## src/hw/rtl/fhn_pkg.sv

```systemverilog
// Shared types, constants and the quarter-wave sine table of the hopping mixer.
package fhn_pkg;

	localparam int SAMPLE_BITS   = 16;
	localparam int PHASE_BITS    = 32;
	localparam int LUT_ADDR_BITS = 10;
	localparam int MAX_CHANNELS  = 256;
	localparam int MAX_FRAME     = 4096;
	localparam int HOP_DEPTH     = 2 * MAX_CHANNELS;
	localparam int HOP_BITS      = 9;
	localparam int CHAN_BITS     = 8;
	localparam int POS_BITS      = 12;
	localparam int QTR_LEN       = 256;
	localparam int QUEUE_DEPTH   = 4;
	localparam int QLEVEL_BITS   = 3;

	localparam logic OP_LOAD   = 1'b0;
	localparam logic OP_SAMPLE = 1'b1;

	typedef enum logic [2:0] {
		REG_SAMPLES_PER_HOP  = 3'd0,
		REG_CHANNEL_COUNT    = 3'd1,
		REG_CARRIER_INC      = 3'd2,
		REG_CHANNEL_STEP_INC = 3'd3,
		REG_START_HOP        = 3'd4
	} reg_index_t;

	typedef struct packed {
		logic [12:0]        samples_per_hop;
		logic [8:0]         channel_count;
		logic signed [31:0] carrier_inc;
		logic [30:0]        channel_step_inc;
		logic [8:0]         start_hop;
	} cfg_t;

	// One sample on its way from the front end to the mixer.
	typedef struct packed {
		logic                   start;
		logic                   last;
		logic [CHAN_BITS-1:0]   channel;
		logic signed [15:0]     sample_i;
		logic signed [15:0]     sample_q;
	} job_t;

	typedef struct packed {
		logic                busy;
		logic [HOP_BITS-1:0] hop;
		logic [HOP_BITS:0]   len;
	} front_status_t;

	// Clamp the channel count to [1, MAX_CHANNELS].
	function automatic logic [8:0] chan_eff(logic [8:0] c);
		logic [8:0] r;
		r = c;
		if (c == 9'd0)
			r = 9'd1;
		else if (c > 9'(MAX_CHANNELS))
			r = 9'(MAX_CHANNELS);
		return r;
	endfunction

	// Clamp the frame length to [1, MAX_FRAME].
	function automatic logic [12:0] frame_eff(logic [12:0] f);
		logic [12:0] r;
		r = f;
		if (f == 13'd0)
			r = 13'd1;
		else if (f > 13'(MAX_FRAME))
			r = 13'(MAX_FRAME);
		return r;
	endfunction

	// Elaboration-time fixed-point helpers for the sine table.
	localparam longint unsigned LO32        = 64'h0000_0000_FFFF_FFFF;
	localparam longint unsigned HALF_PI_Q62 = 64'h6487_ED51_10B4_611A;
	localparam int              ANG_SHIFT   = LUT_ADDR_BITS - 2;

	function automatic longint unsigned mul_q62(longint unsigned a, longint unsigned b);
		longint unsigned a0, a1, b0, b1, p00, p01, p10, p11, mid, lo, hi;
		a0  = a & LO32;
		a1  = a >> 32;
		b0  = b & LO32;
		b1  = b >> 32;
		p00 = a0 * b0;
		p01 = a0 * b1;
		p10 = a1 * b0;
		p11 = a1 * b1;
		mid = (p00 >> 32) + (p01 & LO32) + (p10 & LO32);
		lo  = (p00 & LO32) | (mid << 32);
		hi  = p11 + (p01 >> 32) + (p10 >> 32) + (mid >> 32);
		return (hi << 2) | (lo >> 62);
	endfunction

	// Restoring long division for table building; the divisor stays below 2^12.
	function automatic longint unsigned div_u64(longint unsigned num, longint unsigned den);
		longint unsigned quo, part;
		quo  = 64'd0;
		part = 64'd0;
		for (int b = 63; b >= 0; b--) begin
			part = (part << 1) | ((num >> b) & 64'd1);
			quo  = quo << 1;
			if (part >= den) begin
				part = part - den;
				quo  = quo | 64'd1;
			end
		end
		return quo;
	endfunction

	function automatic logic [14:0] quarter_sine(longint unsigned x);
		longint unsigned x2, term, pos, neg, s, p, r, res;
		logic            done;
		x2   = mul_q62(x, x);
		term = x;
		pos  = x;
		neg  = 64'd0;
		done = 1'b0;
		for (int n = 1; n < 24; n++) begin
			if (!done) begin
				term = div_u64(mul_q62(term, x2), 64'((2 * n) * (2 * n + 1)));
				if (term == 64'd0)
					done = 1'b1;
				else if ((n & 1) == 1)
					neg = neg + term;
				else
					pos = pos + term;
			end
		end
		s = pos - neg;
		if (s > (64'd1 << 62))
			s = 64'd1 << 62;
		p   = 64'd32767 * (s >> 32);
		r   = 64'd32767 * (s & LO32);
		res = (p >> 30) + ((((p & 64'h3FFF_FFFF) << 32) + r + (64'd1 << 61)) >> 62);
		return res[14:0];
	endfunction

	function automatic longint unsigned table_angle(int k);
		longint unsigned kk;
		kk = longint'(k);
		return (HALF_PI_Q62 >> ANG_SHIFT) * kk +
		       (((HALF_PI_Q62 & ((64'd1 << ANG_SHIFT) - 64'd1)) * kk) >> ANG_SHIFT);
	endfunction

	typedef logic [QTR_LEN-1:0][14:0] qtab_t;

	function automatic qtab_t build_qtab();
		qtab_t t;
		for (int k = 0; k < QTR_LEN; k++)
			t[k] = quarter_sine(table_angle(k));
		return t;
	endfunction

	localparam qtab_t       QTAB     = build_qtab();
	localparam logic [14:0] SIN_PEAK = quarter_sine(table_angle(QTR_LEN));

	// Full-wave sine from the quarter table; addr is the top phase bits.
	function automatic logic signed [15:0] sin_lookup(logic [LUT_ADDR_BITS-1:0] addr);
		logic [1:0]  quad;
		logic [7:0]  rem;
		logic [8:0]  k;
		logic [14:0] mag;
		quad = addr[LUT_ADDR_BITS-1 -: 2];
		rem  = addr[7:0];
		k    = quad[0] ? (9'(QTR_LEN) - {1'b0, rem}) : {1'b0, rem};
		mag  = k[8] ? SIN_PEAK : QTAB[k[7:0]];
		return quad[1] ? -$signed({1'b0, mag}) : $signed({1'b0, mag});
	endfunction

endpackage

```

## src/hw/rtl/fhn_back.sv

```systemverilog
// Mixer pipeline: channel increment, phase accumulator, sine lookup, complex multiply, round and saturate.
module fhn_back import fhn_pkg::*; (
	input  logic               clk,
	input  logic               arst_n,
	input  cfg_t               cfg,
	input  logic               job_valid,
	input  job_t               job,
	output logic               pop,
	output logic               out_valid,
	input  logic               out_ready,
	output logic signed [15:0] out_i,
	output logic signed [15:0] out_q,
	output logic               out_last
);

	function automatic logic signed [15:0] round_sat(logic signed [32:0] v);
		logic signed [33:0] t;
		logic signed [18:0] s;
		logic signed [15:0] r;
		t = 34'(v) + 34'sd16384;
		s = 19'(t >>> 15);
		if (s > 19'sd32767)
			r = 16'sh7FFF;
		else if (s < -19'sd32768)
			r = 16'sh8000;
		else
			r = s[15:0];
		return r;
	endfunction

	logic                      en;
	logic [8:0]                n_eff;
	logic [7:0]                half_n;
	logic signed [9:0]         diff;
	logic signed [41:0]        prod_full;

	logic                      v_s1, v_s2, v_s3, v_s4, v_s5;
	logic                      start_s1, start_s2;
	logic                      last_s1, last_s2, last_s3, last_s4, last_s5;
	logic signed [15:0]        i_s1, i_s2, i_s3, i_s4;
	logic signed [15:0]        q_s1, q_s2, q_s3, q_s4;
	logic [PHASE_BITS-1:0]     prod_s1;
	logic [PHASE_BITS-1:0]     inc_s2;
	logic [LUT_ADDR_BITS-1:0]  addr_s3;
	logic signed [15:0]        sin_s4, cos_s4;
	logic signed [31:0]        ic_s5, qs_s5, is_s5, qc_s5;

	logic [PHASE_BITS-1:0]     acc_q;
	logic [PHASE_BITS-1:0]     step_q;
	logic [PHASE_BITS-1:0]     phase_cur;
	logic                      out_valid_q;
	logic signed [15:0]        out_i_q, out_q_q;
	logic                      out_last_q;

	assign en        = !out_valid_q || out_ready;
	assign pop       = en && job_valid;
	assign n_eff     = chan_eff(cfg.channel_count);
	assign half_n    = n_eff[8:1];
	assign diff      = $signed({2'b00, job.channel}) - $signed({2'b00, half_n});
	assign prod_full = 42'(diff) * 42'($signed({1'b0, cfg.channel_step_inc}));
	assign phase_cur = start_s2 ? '0 : acc_q;

	always_ff @(posedge clk) begin
		if (en) begin
			start_s1 <= job.start;
			last_s1  <= job.last;
			i_s1     <= job.sample_i;
			q_s1     <= job.sample_q;
			prod_s1  <= prod_full[PHASE_BITS-1:0];

			start_s2 <= start_s1;
			last_s2  <= last_s1;
			i_s2     <= i_s1;
			q_s2     <= q_s1;
			inc_s2   <= PHASE_BITS'(cfg.carrier_inc) + prod_s1;

			last_s3  <= last_s2;
			i_s3     <= i_s2;
			q_s3     <= q_s2;
			addr_s3  <= phase_cur[PHASE_BITS-1 -: LUT_ADDR_BITS];

			last_s4  <= last_s3;
			i_s4     <= i_s3;
			q_s4     <= q_s3;
			sin_s4   <= sin_lookup(addr_s3);
			cos_s4   <= sin_lookup(addr_s3 + LUT_ADDR_BITS'(1 << (LUT_ADDR_BITS - 2)));

			last_s5  <= last_s4;
			ic_s5    <= i_s4 * cos_s4;
			qs_s5    <= q_s4 * sin_s4;
			is_s5    <= i_s4 * sin_s4;
			qc_s5    <= q_s4 * cos_s4;

			out_last_q <= last_s5;
			out_i_q    <= round_sat(33'(ic_s5) - 33'(qs_s5));
			out_q_q    <= round_sat(33'(is_s5) + 33'(qc_s5));
		end
	end

	always_ff @(posedge clk or negedge arst_n) begin
		if (!arst_n) begin
			v_s1        <= 1'b0;
			v_s2        <= 1'b0;
			v_s3        <= 1'b0;
			v_s4        <= 1'b0;
			v_s5        <= 1'b0;
			out_valid_q <= 1'b0;
			acc_q       <= '0;
			step_q      <= '0;
		end else if (en) begin
			v_s1        <= job_valid;
			v_s2        <= v_s1;
			v_s3        <= v_s2;
			v_s4        <= v_s3;
			v_s5        <= v_s4;
			out_valid_q <= v_s5;
			if (v_s2) begin
				acc_q <= phase_cur + (start_s2 ? inc_s2 : step_q);
				if (start_s2)
					step_q <= inc_s2;
			end
		end
	end

	assign out_valid = out_valid_q;
	assign out_i     = out_i_q;
	assign out_q     = out_q_q;
	assign out_last  = out_last_q;

endmodule
```

## config.mk

```make
export PLATFORM = sky130hd
export DESIGN_NAME = fhn_back
export DESIGN_NICKNAME = d
export VERILOG_FILES = /design/src/hw/rtl/fhn_pkg.sv /design/src/hw/rtl/fhn_back.sv
export SDC_FILE = /design/constraint.sdc
export NUM_CORES = 2
export LEC_CHECK = 0
export BUFFER_PORTS_ARGS = -buffer_cell sky130_fd_sc_hd__clkbuf_2
export CORE_MARGIN = 2
export CORE_UTILIZATION = 65
export CTS_CLUSTER_DIAMETER = 80
export DETAILED_ROUTE_END_ITERATION = 7
export MAX_ROUTING_LAYER = met4
export PLACE_DENSITY_LB_ADDON = 0.08
export SLEW_MARGIN = 40
export SYNTH_ARGS = -nofsm -noshare
export SYNTH_HDL_FRONTEND = slang
export SYNTH_SLANG_ARGS = --single-unit
```

## constraint.sdc

```tcl
create_clock -name clk -period 57.6 [get_ports clk]
set_input_delay 17.28 -clock clk [delete_from_list [all_inputs] [get_ports clk]]
set_output_delay 17.28 -clock clk [all_outputs]
set_load 0.02 [all_outputs]
```

==> impl_metrics.tcl <==
set metrics [dict create \
    finalMaxSlewViolations 0 \
    start_kind "input port" \
    crit_chain "clkbuf_2 -> nand2b_4 -> and2_1 -> clkbuf_2" \
    track_usage 0.358 \
    core_area_um2 120000 \
    max_stage_delay_ns 0.32 \
    syn_to_final_growth_pct 5.35 \
    clock.fmax_mhz 28.3 \
    clock_latency_ns 0.66 \
    tritoncts "yes" \
    dp.cells 9746 \
    ios 175 \
    synth.cell_area_um2 78300 \
    ys.flop_type "edfxtp_1" \
    postSynthAreaPerCell_um2 9.44 \
    post_cts_resized 0 \
    vias 60400 \
    cts_buffers 53 \
    cts_setup_buffers 0 \
    rsz0062_at_grt "false" \
    root_buffer "clkbuf_16" \
    die_w_um 351 \
    gp_congestion 1.07 \
    synth_top_family_by_area "adder cells" \
    wl_um 209000 \
    drive_above_1_share 0.0713 \
    grt_pass1_wl_um 337000 \
    synth-compound-area-share 0.120 \
    synth.area.top_cells "fa_1 31%, edfxtp_1 15%, ha_1 10%, inv_1 6.5%, and2_1 4.3%" \
    instances_no_fill 9857 \
    yosys.area.top_type_share 0.315 \
    status "finished with violations" \
    hpwl_um 154000 \
    synthAdderAreaFrac 0.415 \
    synth_seq_cells 472 \
    htree_levels 2 \
    yosysMostFrequentCell "inv_1" \
    drtIter0Drc 5101 \
    fillers 9339 \
    fin_crit_sh 0.614 \
    synthSimpleGateAreaFrac 0.148 \
    multi_input_area_um2 57700 \
    relSlewSlack 0.360 \
    synth_xor_area_frac 0.0355 \
    crit_type "in2out" \
    ff_latch_area_um2 13800 \
    die-area_um2 123000 \
    ant_nets 0 \
    r2r_slack_ns 49.89 \
    routedWlPerCell_um 21.2 \
    yosysSeqAreaShare 0.177 \
    cts.clk_slew.worst_paths_ns 0.07 \
    postSynthCellCount 8296 \
    dieHeight_um 351 \
    maxCapViolations 0 \
    synth_area_leader_cell "fa_1" \
    viasPerCell 6.13 \
    arrival_ns 18.09 \
    synthMuxAreaShare 0.0164 \
    yosysWarnings 0 \
    synthTopCellsByCount "1,348 x inv_1, 1,231 x fa_1, 868 x nand2_1, 628 x ha_1, 543 x and2_1" \
    cpMaxStageDelayCell "nand2b_4" \
    worst_pin_slew_ns 0.956 \
    grt_max_degree 163 \
    syn_nets 10300 \
    grt_pass1_vias 62800 \
    cts_num_sinks 472 \
    hold_viol_final 0 \
    fin_setup_tns_ns 0 \
    hold_class "reg2reg" \
    clk_path_buf_depth 3 \
    drt-pass1-iter-count 8 \
    synth_cell_types 106 \
    initial_utilization 0.654 \
    end_kind "output port" \
    min_period_ns 35.37 \
    crit_top_cell "clkbuf_2" \
    fin_nets 10200 \
    synth_edf_count 402 \
    violations "design-rule violations" \
    io_buffers 151 \
    drc 3 \
    holdWs_ns 0.359 \
    ys_async_sr_fraction 0.148 \
    worstPathMaxFanout 28 \
    hold_buffers 0 \
    antenna_found_initial 11 \
    fp-row-count 127 \
    clock_skew_ns 0.0696 \
    grt-ovfl-total 0 \
    setup_viol 0 \
    required_ns 40.32 \
]
flip-flops by register name, indices dropped and copies added, names as in the netlist, 32 cells and up:
signal and cells:
prod_s1 32, qs_s5 32, acc_q 32, is_s5 32, qc_s5 32, ic_s5 32
step_q 32, inc_s2 32
per-layer routing:
layer,vias to the layer above,wire length (um),GRT usage
li1,26900,-,-
met5,-,0,-
met1,30300,81600,0.454
met4,0,11200,0.163
met3,629,16800,0.0584
met2,2588,99600,0.570
through the flow:
stage / setup slack, ns / utilization / cell area [um2]
global route: 22.17 / 0.689 / 82500
detailed placement: 21.91 / 0.673 / 80500
finish: 22.23 / 0.689 / 82500
global placement: 21.93 / 0.672 / 80400
CTS: 21.91 / 0.688 / 82400
floorplan: 10.76 / - / 78300
final timing paths:
kind                            cells after the start   endpoint      start
min in group asynchronous                           2  step_q[0]     arst_n
worst min-delay path                                0   i_s3[12]   i_s2[12]
worst max register to register                     24  is_s5[30]    i_s4[7]
max in group asynchronous                           2  acc_q[29]     arst_n
worst max-delay path                                4        pop  out_ready
worst min register to register                      0   i_s3[12]   i_s2[12]
cells in the final DEF (no fill, tap or decap), types with 15 or more instances in the layout:
cell          n
inv_1      1348
fa_1       1231
nand2_1     865
ha_1        621
and2_1      543
edfxtp_1    402
a21oi_1     335
nor2_1      305
o21ai_0     280
xnor2_1     221
clkbuf_2    150
nand2b_1    147
buf_4       139
nand3_1     110
nor3_1      101
nor2b_1      93
a21o_1       88
o211ai_1     86
xor2_1       77
a211oi_1     71
mux2_2       71
dfrtp_1      70
o21a_1       59
clkbuf_16    53
a31oi_1      46
o221ai_1     35
a311oi_1     32
o21bai_1     32
a221oi_1     32
and3_1       29
o22ai_1      27
o31ai_1      27
nand4_1      25
or3_1        23
o311ai_0     20
mux2i_1      19
a211o_1      19
or2_2        18
o2111ai_1    15
worst max-delay path: cells and delay by family:
kind / cells / cell delay (ns)
AND/OR/NAND/NOR: 2 / 0.58
buffers and inverters: 2 / 0.23
kinds of logic (layout without fill, tap and decap cells):
kind of cell    after synthesis  in the layout
fa+ha+maj                  1859           1859
mux                         103            103
buf+inv                    1813           1754
flops                       472            472
xor+xnor                    311            311
compound gates             1398           1398
other cells                   0              8
simple gates               2340           2340
area by class of cell:
| cell class | instances | share of cell area |
|---|---|---|
| Antenna cell | 8 | 0.000243 |
| Clock buffer | 62 | 0.0167 |
| Clock inverter | 37 | 0.00567 |
| Inverter | 1355 | 0.0617 |
| Multi-Input combinational cell | 6011 | 0.700 |
| Sequential cell | 472 | 0.168 |
| Tap cell | 1612 | 0.0245 |
| Timing Repair Buffer | 300 | 0.0236 |
Power is left out: the tool's default activity adds up to more than one toggle a clock period on the data nets, which glitch-free logic cannot reach.
