<file path="src/hw/rtl/fhn_pkg.sv">
// Shared types, constants and the quarter-wave sine table of the hopping mixer.
package fhn_pkg;

	localparam int SAMPLE_BITS   = 16;
	localparam int PHASE_BITS    = 32;
	localparam int LUT_ADDR_BITS = 10;
	localparam int MAX_CHANNELS  = 256;
	localparam int MAX_FRAME     = 4096;
	localparam int HOP_DEPTH     = 2 * MAX_CHANNELS;
	localparam int HOP_BITS      = 9;
	localparam int CHAN_BITS     = 8;
	localparam int POS_BITS      = 12;
	localparam int QTR_LEN       = 256;
	localparam int QUEUE_DEPTH   = 4;
	localparam int QLEVEL_BITS   = 3;

	localparam logic OP_LOAD   = 1'b0;
	localparam logic OP_SAMPLE = 1'b1;

	typedef enum logic [2:0] {
		REG_SAMPLES_PER_HOP  = 3'd0,
		REG_CHANNEL_COUNT    = 3'd1,
		REG_CARRIER_INC      = 3'd2,
		REG_CHANNEL_STEP_INC = 3'd3,
		REG_START_HOP        = 3'd4
	} reg_index_t;

	typedef struct packed {
		logic [12:0]        samples_per_hop;
		logic [8:0]         channel_count;
		logic signed [31:0] carrier_inc;
		logic [30:0]        channel_step_inc;
		logic [8:0]         start_hop;
	} cfg_t;

	// One sample on its way from the front end to the mixer.
	typedef struct packed {
		logic                   start;
		logic                   last;
		logic [CHAN_BITS-1:0]   channel;
		logic signed [15:0]     sample_i;
		logic signed [15:0]     sample_q;
	} job_t;

	typedef struct packed {
		logic                busy;
		logic [HOP_BITS-1:0] hop;
		logic [HOP_BITS:0]   len;
	} front_status_t;

	// Clamp the channel count to [1, MAX_CHANNELS].
	function automatic logic [8:0] chan_eff(logic [8:0] c);
		logic [8:0] r;
		r = c;
		if (c == 9'd0)
			r = 9'd1;
		else if (c > 9'(MAX_CHANNELS))
			r = 9'(MAX_CHANNELS);
		return r;
	endfunction

	// Clamp the frame length to [1, MAX_FRAME].
	function automatic logic [12:0] frame_eff(logic [12:0] f);
		logic [12:0] r;
		r = f;
		if (f == 13'd0)
			r = 13'd1;
		else if (f > 13'(MAX_FRAME))
			r = 13'(MAX_FRAME);
		return r;
	endfunction

	// Elaboration-time fixed-point helpers for the sine table.
	localparam longint unsigned LO32        = 64'h0000_0000_FFFF_FFFF;
	localparam longint unsigned HALF_PI_Q62 = 64'h6487_ED51_10B4_611A;
	localparam int              ANG_SHIFT   = LUT_ADDR_BITS - 2;

	function automatic longint unsigned mul_q62(longint unsigned a, longint unsigned b);
		longint unsigned a0, a1, b0, b1, p00, p01, p10, p11, mid, lo, hi;
		a0  = a & LO32;
		a1  = a >> 32;
		b0  = b & LO32;
		b1  = b >> 32;
		p00 = a0 * b0;
		p01 = a0 * b1;
		p10 = a1 * b0;
		p11 = a1 * b1;
		mid = (p00 >> 32) + (p01 & LO32) + (p10 & LO32);
		lo  = (p00 & LO32) | (mid << 32);
		hi  = p11 + (p01 >> 32) + (p10 >> 32) + (mid >> 32);
		return (hi << 2) | (lo >> 62);
	endfunction

	// Restoring long division for table building; the divisor stays below 2^12.
	function automatic longint unsigned div_u64(longint unsigned num, longint unsigned den);
		longint unsigned quo, part;
		quo  = 64'd0;
		part = 64'd0;
		for (int b = 63; b >= 0; b--) begin
			part = (part << 1) | ((num >> b) & 64'd1);
			quo  = quo << 1;
			if (part >= den) begin
				part = part - den;
				quo  = quo | 64'd1;
			end
		end
		return quo;
	endfunction

	function automatic logic [14:0] quarter_sine(longint unsigned x);
		longint unsigned x2, term, pos, neg, s, p, r, res;
		logic            done;
		x2   = mul_q62(x, x);
		term = x;
		pos  = x;
		neg  = 64'd0;
		done = 1'b0;
		for (int n = 1; n < 24; n++) begin
			if (!done) begin
				term = div_u64(mul_q62(term, x2), 64'((2 * n) * (2 * n + 1)));
				if (term == 64'd0)
					done = 1'b1;
				else if ((n & 1) == 1)
					neg = neg + term;
				else
					pos = pos + term;
			end
		end
		s = pos - neg;
		if (s > (64'd1 << 62))
			s = 64'd1 << 62;
		p   = 64'd32767 * (s >> 32);
		r   = 64'd32767 * (s & LO32);
		res = (p >> 30) + ((((p & 64'h3FFF_FFFF) << 32) + r + (64'd1 << 61)) >> 62);
		return res[14:0];
	endfunction

	function automatic longint unsigned table_angle(int k);
		longint unsigned kk;
		kk = longint'(k);
		return (HALF_PI_Q62 >> ANG_SHIFT) * kk +
		       (((HALF_PI_Q62 & ((64'd1 << ANG_SHIFT) - 64'd1)) * kk) >> ANG_SHIFT);
	endfunction

	typedef logic [QTR_LEN-1:0][14:0] qtab_t;

	function automatic qtab_t build_qtab();
		qtab_t t;
		for (int k = 0; k < QTR_LEN; k++)
			t[k] = quarter_sine(table_angle(k));
		return t;
	endfunction

	localparam qtab_t       QTAB     = build_qtab();
	localparam logic [14:0] SIN_PEAK = quarter_sine(table_angle(QTR_LEN));

	// Full-wave sine from the quarter table; addr is the top phase bits.
	function automatic logic signed [15:0] sin_lookup(logic [LUT_ADDR_BITS-1:0] addr);
		logic [1:0]  quad;
		logic [7:0]  rem;
		logic [8:0]  k;
		logic [14:0] mag;
		quad = addr[LUT_ADDR_BITS-1 -: 2];
		rem  = addr[7:0];
		k    = quad[0] ? (9'(QTR_LEN) - {1'b0, rem}) : {1'b0, rem};
		mag  = k[8] ? SIN_PEAK : QTAB[k[7:0]];
		return quad[1] ? -$signed({1'b0, mag}) : $signed({1'b0, mag});
	endfunction

endpackage

</file>
<file path="src/hw/rtl/fhn_queue.sv">
// Small FIFO that decouples the front end from the mixer pipeline.
module fhn_queue import fhn_pkg::*; (
	input  logic                   clk,
	input  logic                   arst_n,
	input  logic                   push,
	input  job_t                   push_data,
	input  logic                   pop,
	output logic                   nonempty,
	output job_t                   pop_data,
	output logic [QLEVEL_BITS-1:0] level
);

	job_t       slots_q [QUEUE_DEPTH];
	logic [1:0] wr_ptr_q;
	logic [1:0] rd_ptr_q;
	logic [QLEVEL_BITS-1:0] level_q;

	assign nonempty = (level_q != '0);
	assign pop_data = slots_q[rd_ptr_q];
	assign level    = level_q;

	always_ff @(posedge clk) begin
		if (push)
			slots_q[wr_ptr_q] <= push_data;
	end

	always_ff @(posedge clk or negedge arst_n) begin
		if (!arst_n) begin
			wr_ptr_q <= '0;
			rd_ptr_q <= '0;
			level_q  <= '0;
		end else begin
			if (push)
				wr_ptr_q <= wr_ptr_q + 2'd1;
			if (pop)
				rd_ptr_q <= rd_ptr_q + 2'd1;
			case ({push, pop})
				2'b10:   level_q <= level_q + 3'd1;
				2'b01:   level_q <= level_q - 3'd1;
				default: level_q <= level_q;
			endcase
		end
	end

endmodule

</file>
<file path="config.mk">
export PLATFORM = sky130hd
export DESIGN_NAME = fhn_queue
export DESIGN_NICKNAME = d
export VERILOG_FILES = /design/src/hw/rtl/fhn_pkg.sv /design/src/hw/rtl/fhn_queue.sv
export SDC_FILE = /design/constraint.sdc
export NUM_CORES = 1
export LEC_CHECK = 0
export BUFFER_PORTS_ARGS = -buffer_cell sky130_fd_sc_hd__buf_4
export CAP_MARGIN = 20
export CORE_UTILIZATION = 51
export DETAILED_ROUTE_END_ITERATION = 10
export GPL_ROUTABILITY_DRIVEN = 1
export PLACE_DENSITY = 0.83
export RECOVER_POWER = 25
export SLEW_MARGIN = 25
export SYNTH_ARGS = -nofsm -noshare
export SYNTH_HDL_FRONTEND = slang
export SYNTH_SLANG_ARGS = --single-unit
</file>
<file path="constraint.sdc">
create_clock -name clk -period 2.6 [get_ports clk]
set_clock_uncertainty 0.05 [all_clocks]
set_input_delay 0.13 -clock clk [delete_from_list [all_inputs] [get_ports clk]]
set_output_delay 0.13 -clock clk [all_outputs]
set_load 0.01 [all_outputs]
</file>
==> flow_summary.ini, run 1 <==
[grt]
grt.total_usage = 0.1836
grt_pass1_wl_um = 16970
grt_overflow = 0
first_global_vias = 3195
antenna_found_initial = 0
grt_max_degree = 43

[detailed_routing]
vias = 3055
ant_nets = 0
wl_um = 11020
first_pass_iters = 4
drt_iter0_drc = 266
wl_per_cell_um = 18.81
drc = 0
viasPerCell = 5.213

[synthesis]
synth-seq-cells = 175
synthesis.area_um2 = 6502
synth_cell_type_count = 18
syn_avg_cell_area_um2 = 25.80
yosysSeqAreaShare = 0.8028
ys.warnings.count = 0
synth_fp_nets = 304
synthCells = 252

[sta]
grt_setup_unrepaired = no
fmax_mhz = 427.1
min_period_ns = 2.341
fin_crit_sh = 0.9004
drv_slew = 0
fin_setup_tns_ns = 0
relSlewSlack = 0.6039
finalHoldViolations = 0
setup_viol = 0
tightest_slew_ns = 0.5941
holdWs_ns = 0.4225

[power]
p_leak_nw = 2.869
total_power_mw = 8.865
powerDensity_nw_per_um2 = 1070
max-vdd-ir-drop_v = 0.0006264

[clock_network]
clock_sinks = 175
cts.path.max_buffers = 2
cts_root_buffer = clkbuf_16
cts_tree = yes
htree_levels = 4
cts_setup_buffers = 0
ctsResizeCount = 0
numCtsBuffers = 17
path_clk_slew_ns = 0.06
clkLatencyLatePin_ns = 0.41

[min_path]
hold_path_startpoint = push_data[8]
hold_end = slots_q[0][8]
min_path_cells = 2
hold_class = input port to flop

[worst_setup_path]
cp_num_buf_inv = 2
crit_path_max_incr_delay_ns = 0.77
worstSetupStartpointType = flop
path_cells = buf_12 > mux4_1 > buf_4
cp.required_ns = 2.42
worstSetupPathType = flop to output port
path_max_fanout = 27
end_kind = output port
cp.arrival_ns = 2.16
crit_family = flip-flops
r2r.worst_path.cells = 4
reg2reg_to = slots_q[0][15]
cp-startpoint = rd_ptr_q[0]
r2r_start = wr_ptr_q[0]
cpMaxStageDelayCell = dfrtp_4
r2r_setup_slack_ns = 0.77

[final_layout]
layout-drive-gt1-share = 0.3397
nets = 458
antennaDiodeCount = 0
area_growth_pct = 27.48

[die]
die_w_um = 114.9
num_rows = 40
fp.dieH_um = 114.9
start_util = 0.5325
die_area_um2 = 13210
coreArea_um2 = 12210
io_pins = 92

[placement]
place_congestion = 0.6482
post-dp-hpwl_um = 6541
placement.io_buffers = 91

[flow_run]
max_cap_violations = 0

[status]
outcome = finished, final reports clean
## cell families (layout without fill, tap and decap cells)
logic type / Yosys count / after routing / synth area share
xor+xnor: 6 / 6 / 0.008083
compound gates: 1 / 1 / 0.0007689
flops: 175 / 175 / 0.8028
simple gates: 8 / 8 / 0.006542
fa+ha+maj: 6 / 6 / 0.01270
mux: 43 / 43 / 0.1495
buf+inv: 13 / 179 / 0.01963
## layout make-up
cell class                      count  area (µm²)
Sequential cell                   175        5225
Clock inverter                     12       77.57
Clock buffer                       19       432.9
Fill cell                         843        3923
Timing Repair Buffer              145        1172
Inverter                            3       11.26
Tap cell                          168       210.2
Multi-Input combinational cell     64        1160
## flip-flops by register name, summed over array words and instances (netlist names)
| name | cells |
|---|---|
| rd_ptr_q | 2 |
| slots_q | 168 |
| wr_ptr_q | 2 |
| level | 3 |
## worst max-delay path by stage
stage	endpoint	slack [ns]	cells past startpoint
CTS	pop_data[2]	0.17	3
detailed placement	pop_data[2]	0.63	3
global route	pop_data[2]	0.08	3
floorplan	slots_q[0][0]	0.51	3
finish	pop_data[2]	0.26	3
global placement	pop_data[2]	0.63	3
## per-layer routing
layer | share of wire | global-route usage | up-vias | wire (µm)
met4 | 0.017 | 0.06667 | 0 | 189
met3 | 0.046 | 0.06537 | 13 | 509
li1 | - | - | 1381 | -
met1 | 0.40 | 0.2148 | 1573 | 4429
met5 | 0 | 0 | - | 0
met2 | 0.53 | 0.3149 | 88 | 5896
## timing repair
item	CTS	global route
hold buffers	46	0
endpoints found under the setup margin	0	0
endpoints found under the hold margin	179	0
## synthesized netlist by cell type (all sizes together)
master  instances  area [µm²]
inv             3       11.26
mux4           42       960.9
nand2           2       7.510
fa              1       20.02
xor2            3       26.28
or3             1       6.260
dfrtp           7       175.2
ha              5       62.56
o21ai           1       5.000
nor2            1       3.750
buf            10       116.4
edfxtp        168        5045
and2            4       25.02
mux2            1       11.26
xnor2           3       26.28
## cell usage in the layout (no fill, tap or decap)
cell / instances
edfxtp_1: 168
buf_4: 69
dlygate4sd3_1: 46
mux4_2: 38
clkbuf_1: 27
clkbuf_16: 17
clkinv_1: 6
ha_1: 5
clkinv_2: 5
dfrtp_1: 5
buf_12: 5
mux4_1: 4
and2_2: 4
inv_1: 3
xnor2_1: 3
xor2_1: 3
nand2_1: 2
or3_1: 1
mux2_2: 1
o21ai_0: 1
nor2_1: 1
fa_1: 1
bufinv_16: 1
dfrtp_4: 1
dfrtp_2: 1
## power breakdown
part	leakage (nW)	internal, mW	switching, mW
Sequential	1.62	3.70	0.322
Combinational	0.991	1.48	1.17
Clock	0.255	1.28	0.921
Total	2.87	6.46	2.41
## per-stage QoR
step                std cells  utilization  instance area, µm²  setup slack [ns]
floorplan                 252            -                6502            0.5129
global placement          509       0.6070                7412            0.6263
detailed placement        509       0.6070                7412            0.6278
CTS                       586       0.6865                8383            0.1725
global route              586       0.6788                8289           0.08086
finish                    586       0.6788                8289            0.2589
No activity file was read; power rests on OpenSTA's default activity.
==> inputs of run 2 (changes only) <==
--- a/config.mk
+++ b/config.mk
@@ -5,12 +5,14 @@
 export SDC_FILE = /design/constraint.sdc
 export NUM_CORES = 1
 export LEC_CHECK = 0
-export BUFFER_PORTS_ARGS = -buffer_cell sky130_fd_sc_hd__buf_4
+export ABC_AREA = 1
 export CAP_MARGIN = 20
 export CORE_UTILIZATION = 51
 export DETAILED_ROUTE_END_ITERATION = 10
+export DONT_BUFFER_PORTS = 1
 export GPL_ROUTABILITY_DRIVEN = 1
-export PLACE_DENSITY = 0.83
+export MAX_ROUTING_LAYER = met4
+export PLACE_DENSITY = 0.77
 export RECOVER_POWER = 25
 export SLEW_MARGIN = 25
 export SYNTH_ARGS = -nofsm -noshare
==> flow_summary.ini, run 2 <==
[status]
outcome = finished, final reports clean

[final_layout]
layout-drive-gt1-share = 0.1162
layout_common_cells = nand2_1, edfxtp_1, inv_1, nor2_1, dlygate4sd3_1
final_common_cell = nand2_1
nets = 719
area_growth_pct = 15.51
largest_register_ff_count = 168
largest_register = slots_q
final_cells = 861
nFillCells = 1055

[die]
num_rows = 43
coreArea_um2 = 14040
die_w_um = 122.8
io_pins = 92
die_area_um2 = 15070
start_util = 0.5297
fp.dieH_um = 122.8

[worst_setup_path]
worstSetupStartpointType = flop
end_kind = output port
path_max_fanout = 49
worstSetupPathType = flop to output port
cp.required_ns = 2.42
cp_num_buf_inv = 1
cpMaxStageDelayCell = dfrtp_4
path_cells = buf_4 > nor2_1 > nor2_1 > nand2_1 > nand2_1
crit_family = flip-flops
cp.arrival_ns = 2.03
crit_path_max_incr_delay_ns = 0.78

[power]
powerDensity_nw_per_um2 = 1080
max-vdd-ir-drop_v = 0.0005970
p_leak_nw = 3.508

[placement]
dp.cells = 782
post-dp-hpwl_um = 8298
placement.io_buffers = 0
place_congestion = 0.7703

[synthesis]
synth_common_cells = nand2_1, edfxtp_1, inv_1, nor2_1, o211ai_2
muxShareOfSynthArea = 0
yosys.area_share.simple = 0.1352
synthCells = 621
syn_avg_cell_area_um2 = 11.98
synth_cell_type_count = 19
synth_top_area_frac = 0.6782
synthTopCellsByArea = edfxtp_1, nand2_1, o211ai_2
ys.flop_type = edfxtp_1
synth-seq-cells = 175
synth_fp_nets = 673
synth.most_common_cell = nand2_1
synthesis.area_um2 = 7438
yosys.area.top_type = edfxtp_1
yosysSeqAreaShare = 0.7018
synthAdderAreaFrac = 0.01110
synth_xor_area_frac = 0.004710
ys.warnings.count = 0
async_flop_share = 0.04000
synth-edff-count = 168
synth_compound_area_frac = 0.06930
synth_top_family_by_area = simple AND/OR/NAND/NOR gates

[clock_network]
path_clk_slew_ns = 0.06
cts_root_buffer = clkbuf_16
cts.path.max_buffers = 2
htree_levels = 4
numCtsBuffers = 17
clkLatencyLatePin_ns = 0.43
cts_tree = yes
cts_setup_buffers = 0
clock_sinks = 175

[sta]
relSlewSlack = 0.6239
grt_setup_unrepaired = no
tightest_slew_ns = 0.5635
fmax_mhz = 451.7
finalHoldViolations = 0
min_period_ns = 2.214
drv_slew = 0
fin_crit_sh = 0.8515
setup_viol = 0
fin_setup_tns_ns = 0

[grt]
grt_max_degree = 57
grt_pass1_wl_um = 21420
first_global_vias = 4285
grt_overflow = 0
antenna_found_initial = 1
grt.total_usage = 0.2025

[flow_run]
max_cap_violations = 0

[min_path]
hold_class = input port to flop

[detailed_routing]
drt_iter0_drc = 210
ant_nets = 0
wl_um = 13550
viasPerCell = 4.965
wl_per_cell_um = 15.74
drc = 0
vias = 4275
first_pass_iters = 4
-- run 2: changes by cell type after synthesis, moves of 38 or more --
cell      change
inv_1        +92
nor2_1       +82
nand2_1     +180
mux4_2       -38
o211ai_2     +38
-- run 2: final cells by class --
type / instances / area (µm²) / share of cell area
diodes: 1 / 2.502 / 0.0002912
clock buffers: 19 / 432.9 / 0.05039
repair buffers: 56 / 610.6 / 0.07106
multi-input cells: 321 / 1639 / 0.1908
inverters: 96 / 361.6 / 0.04209
flip-flops and latches: 175 / 5224 / 0.6080
well taps: 180 / 225.2 / 0.02621
clock inverters: 13 / 96.34 / 0.01121
-- run 2: where the power goes --
group | switching, mW | total [mW] | internal [mW]
clock | 0.993 | 2.29 | 1.30
sequential | 0.303 | 4.00 | 3.70
combinational | 2.06 | 2.99 | 0.925
-- run 2: cell families (layout without fill, tap and decap cells) --
kind of cell	after synthesis	after routing
AND/OR/NAND/NOR	267	267
flip-flops	175	175
buffers and inverters	125	184
AO/OA/AOI/OAI	44	44
adder cells (fa/ha/maj)	6	6
XOR/XNOR	4	4
other	0	1
-- run 2: worst reg2reg max path: cells and delay by family, from the launching register on --
kind / cells / cell delay, ns
flip-flops: 1 / 0.40
buffers and inverters: 3 / 0.79
adder cells (fa/ha/maj): 1 / 0.15
AND/OR/NAND/NOR: 1 / 0.06
-- run 2: per-stage QoR --
stage,cell area [µm²],worst slack [ns],hold WS [ns],util,power (mW)
2_1_floorplan,7438,0.6540,-0.2156,-,6.455
3_3_place_gp,7600,0.8460,-0.2154,0.5412,6.882
3_5_place_dp,7600,0.8140,-0.2154,0.5412,7.012
4_1_cts,8589,0.3398,0.1060,0.6117,9.392
5_1_grt,8592,0.2101,0.1413,0.6119,9.848
6_report,8592,0.3861,0.1149,0.6119,9.282
-- run 2: worst paths after layout --
kind | startpoint | endpoint | slack (ns) | depth (start not counted)
setup / recovery | rd_ptr_q[0] | pop_data[12] | 0.39 | 5
hold / removal | push | slots_q[2][36] | 0.11 | 2
setup reg to reg | wr_ptr_q[1] | slots_q[1][1] | 0.85 | 5
hold reg to reg | wr_ptr_q[0] | wr_ptr_q[0] | 0.49 | 1
max in group asynchronous | arst_n | rd_ptr_q[0] | 1.63 | 2
min in group asynchronous | arst_n | level[0] | 0.56 | 2
-- run 2: what timing repair did --
item                                   in CTS  in global routing
endpoints found under the hold margin     181                  0
resized for setup                           0                  0
hold buffers                               46                  0
-- run 2: routing by layer --
metal  global-route usage  part of all wire  routed length (µm)  vias up
li1                     -                 -                   -     2113
met5                    -                 0                   0        -
met3              0.06552             0.060                 810       18
met4              0.09375             0.018                 250        0
met1               0.2168              0.42                5659     2046
met2               0.3402              0.50                6831       98
==> inputs of run 3 (changes only) <==
--- a/config.mk
+++ b/config.mk
@@ -6,13 +6,13 @@
 export NUM_CORES = 1
 export LEC_CHECK = 0
 export ABC_AREA = 1
-export CAP_MARGIN = 20
-export CORE_UTILIZATION = 51
+export CAP_MARGIN = 5
+export CORE_UTILIZATION = 60
 export DETAILED_ROUTE_END_ITERATION = 10
 export DONT_BUFFER_PORTS = 1
 export GPL_ROUTABILITY_DRIVEN = 1
 export MAX_ROUTING_LAYER = met4
-export PLACE_DENSITY = 0.77
+export PLACE_DENSITY = 0.87
 export RECOVER_POWER = 25
 export SLEW_MARGIN = 25
 export SYNTH_ARGS = -nofsm -noshare
==> flow_summary.ini, run 3 (synthesis gave the netlist of run 2 again) <==
[status]
outcome = finished, final reports clean

[die]
fp.dieH_um = 113.3
start_util = 0.6167
die_w_um = 113.3
die_area_um2 = 12850
io_pins = 92
coreArea_um2 = 12060
num_rows = 40

[detailed_routing]
first_pass_iters = 7
drt_iter0_drc = 448
wl_um = 12930
ant_nets = 0
drc = 0
vias = 4305
viasPerCell = 5.083
wl_per_cell_um = 15.26

[power]
max-vdd-ir-drop_v = 0.0006517
powerDensity_nw_per_um2 = 1115
p_leak_nw = 3.550

[clock_network]
cts_root_buffer = clkbuf_16
cts.path.max_buffers = 2
cts_setup_buffers = 0
clock_sinks = 175
cts_tree = yes
htree_levels = 4
clkLatencyLatePin_ns = 0.43
numCtsBuffers = 17
ctsResizeCount = 0
path_clk_slew_ns = 0.07

[placement]
post-dp-hpwl_um = 7661
post_dp_cell_area_um2 = 7590
placement.io_buffers = 0
place_congestion = 0.8085

[final_layout]
nets = 718
layout_common_cells = nand2_1, edfxtp_1, inv_1, nor2_1, dlygate4sd3_1
nFillCells = 741
largest_register = slots_q
final_area_um2 = 8678
area_growth_pct = 16.67
layout-drive-gt1-share = 0.1193
final_util = 0.7195
antennaDiodeCount = 0
final_common_cell = nand2_1
largest_register_ff_count = 168

[worst_setup_path]
cp.required_ns = 2.42
cpMaxStageDelayCell = dfrtp_4
path_cells = buf_12 > nor2_1 > nor2_1 > nand2_1 > nand2_1
end_kind = output port
cp.arrival_ns = 1.94
crit_family = flip-flops
worstSetupPathType = flop to output port
crit_path_max_incr_delay_ns = 0.77
worstSetupStartpointType = flop
path_max_fanout = 46
cp_num_buf_inv = 1

[grt]
grt_overflow = 0
grt.total_usage = 0.2288
grt_max_degree = 47
first_global_vias = 4263
grt_pass1_wl_um = 21090
antenna_found_initial = 0

[sta]
fin_setup_tns_ns = 0
min_period_ns = 2.119
tightest_slew_ns = 0.6043
fin_crit_sh = 0.8151
relSlewSlack = 0.5971
drv_slew = 0
fmax_mhz = 471.8
grt_setup_unrepaired = no
finalHoldViolations = 0
setup_viol = 0

[min_path]
hold_class = input port to flop

[flow_run]
max_cap_violations = 0
[run 3: cell count changes in the layout (fill, tap and decap cells not counted), moves of 2 or more]
cell       change
inv_6          -2
buf_4          -2
bufinv_16      +4
clkinv_1       -4
[run 3: worst paths after layout]
kind | startpoint | to | slack [ns] | cells past startpoint
hold reg to reg | wr_ptr_q[0] | wr_ptr_q[0] | 0.48 | 1
setup reg to reg | wr_ptr_q[1] | slots_q[0][8] | 0.84 | 5
max in group asynchronous | arst_n | rd_ptr_q[0] | 1.70 | 2
min in group asynchronous | arst_n | level[0] | 0.53 | 2
hold / removal | push | slots_q[2][7] | 0.12 | 2
setup / recovery | rd_ptr_q[0] | pop_data[15] | 0.48 | 5
[run 3: final cells by class]
class,instances,area (µm²),area share
flip-flops and latches,175,5224,0.6019
clock buffers,20,436.7,0.05032
well taps,168,210.2,0.02422
repair buffers,55,615.6,0.07093
clock inverters,12,191.4,0.02206
multi-input cells,321,1639,0.1889
inverters,96,361.6,0.04167
[run 3: metrics by stage]
stage | hold slack (ns) | setup WS [ns] | instances | total power [mW]
after floorplan | -0.2156 | 0.6540 | 621 | 6.455
after detailed placement | -0.2154 | 0.8340 | 769 | 6.974
after global placement | -0.2154 | 0.8892 | 769 | 6.816
after CTS | 0.1100 | 0.4754 | 847 | 9.742
final | 0.1248 | 0.4806 | 847 | 9.673
after global routing | 0.1329 | 0.3503 | 847 | 10.22
[run 3: routing by layer]
metal  global-route usage  vias up  wire length (µm)
li1                     -     2121                 -
met4              0.09825        0               191
met1               0.2719     2045              5494
met2               0.3497      121              6241
met3              0.08891       18              1000
met5                    -        -                 0
[run 3: what timing repair did]
action,in CTS,in global routing
setup endpoints to repair,0,0
endpoints found under the hold margin,181,0
hold buffers,46,0
[run 3: power breakdown]
part,switching [mW],internal [mW],leakage (nW)
sequential,0.307,3.70,1.63
clock,0.976,1.69,0.297
combinational,2.06,0.937,1.63
total,3.34,6.33,3.55
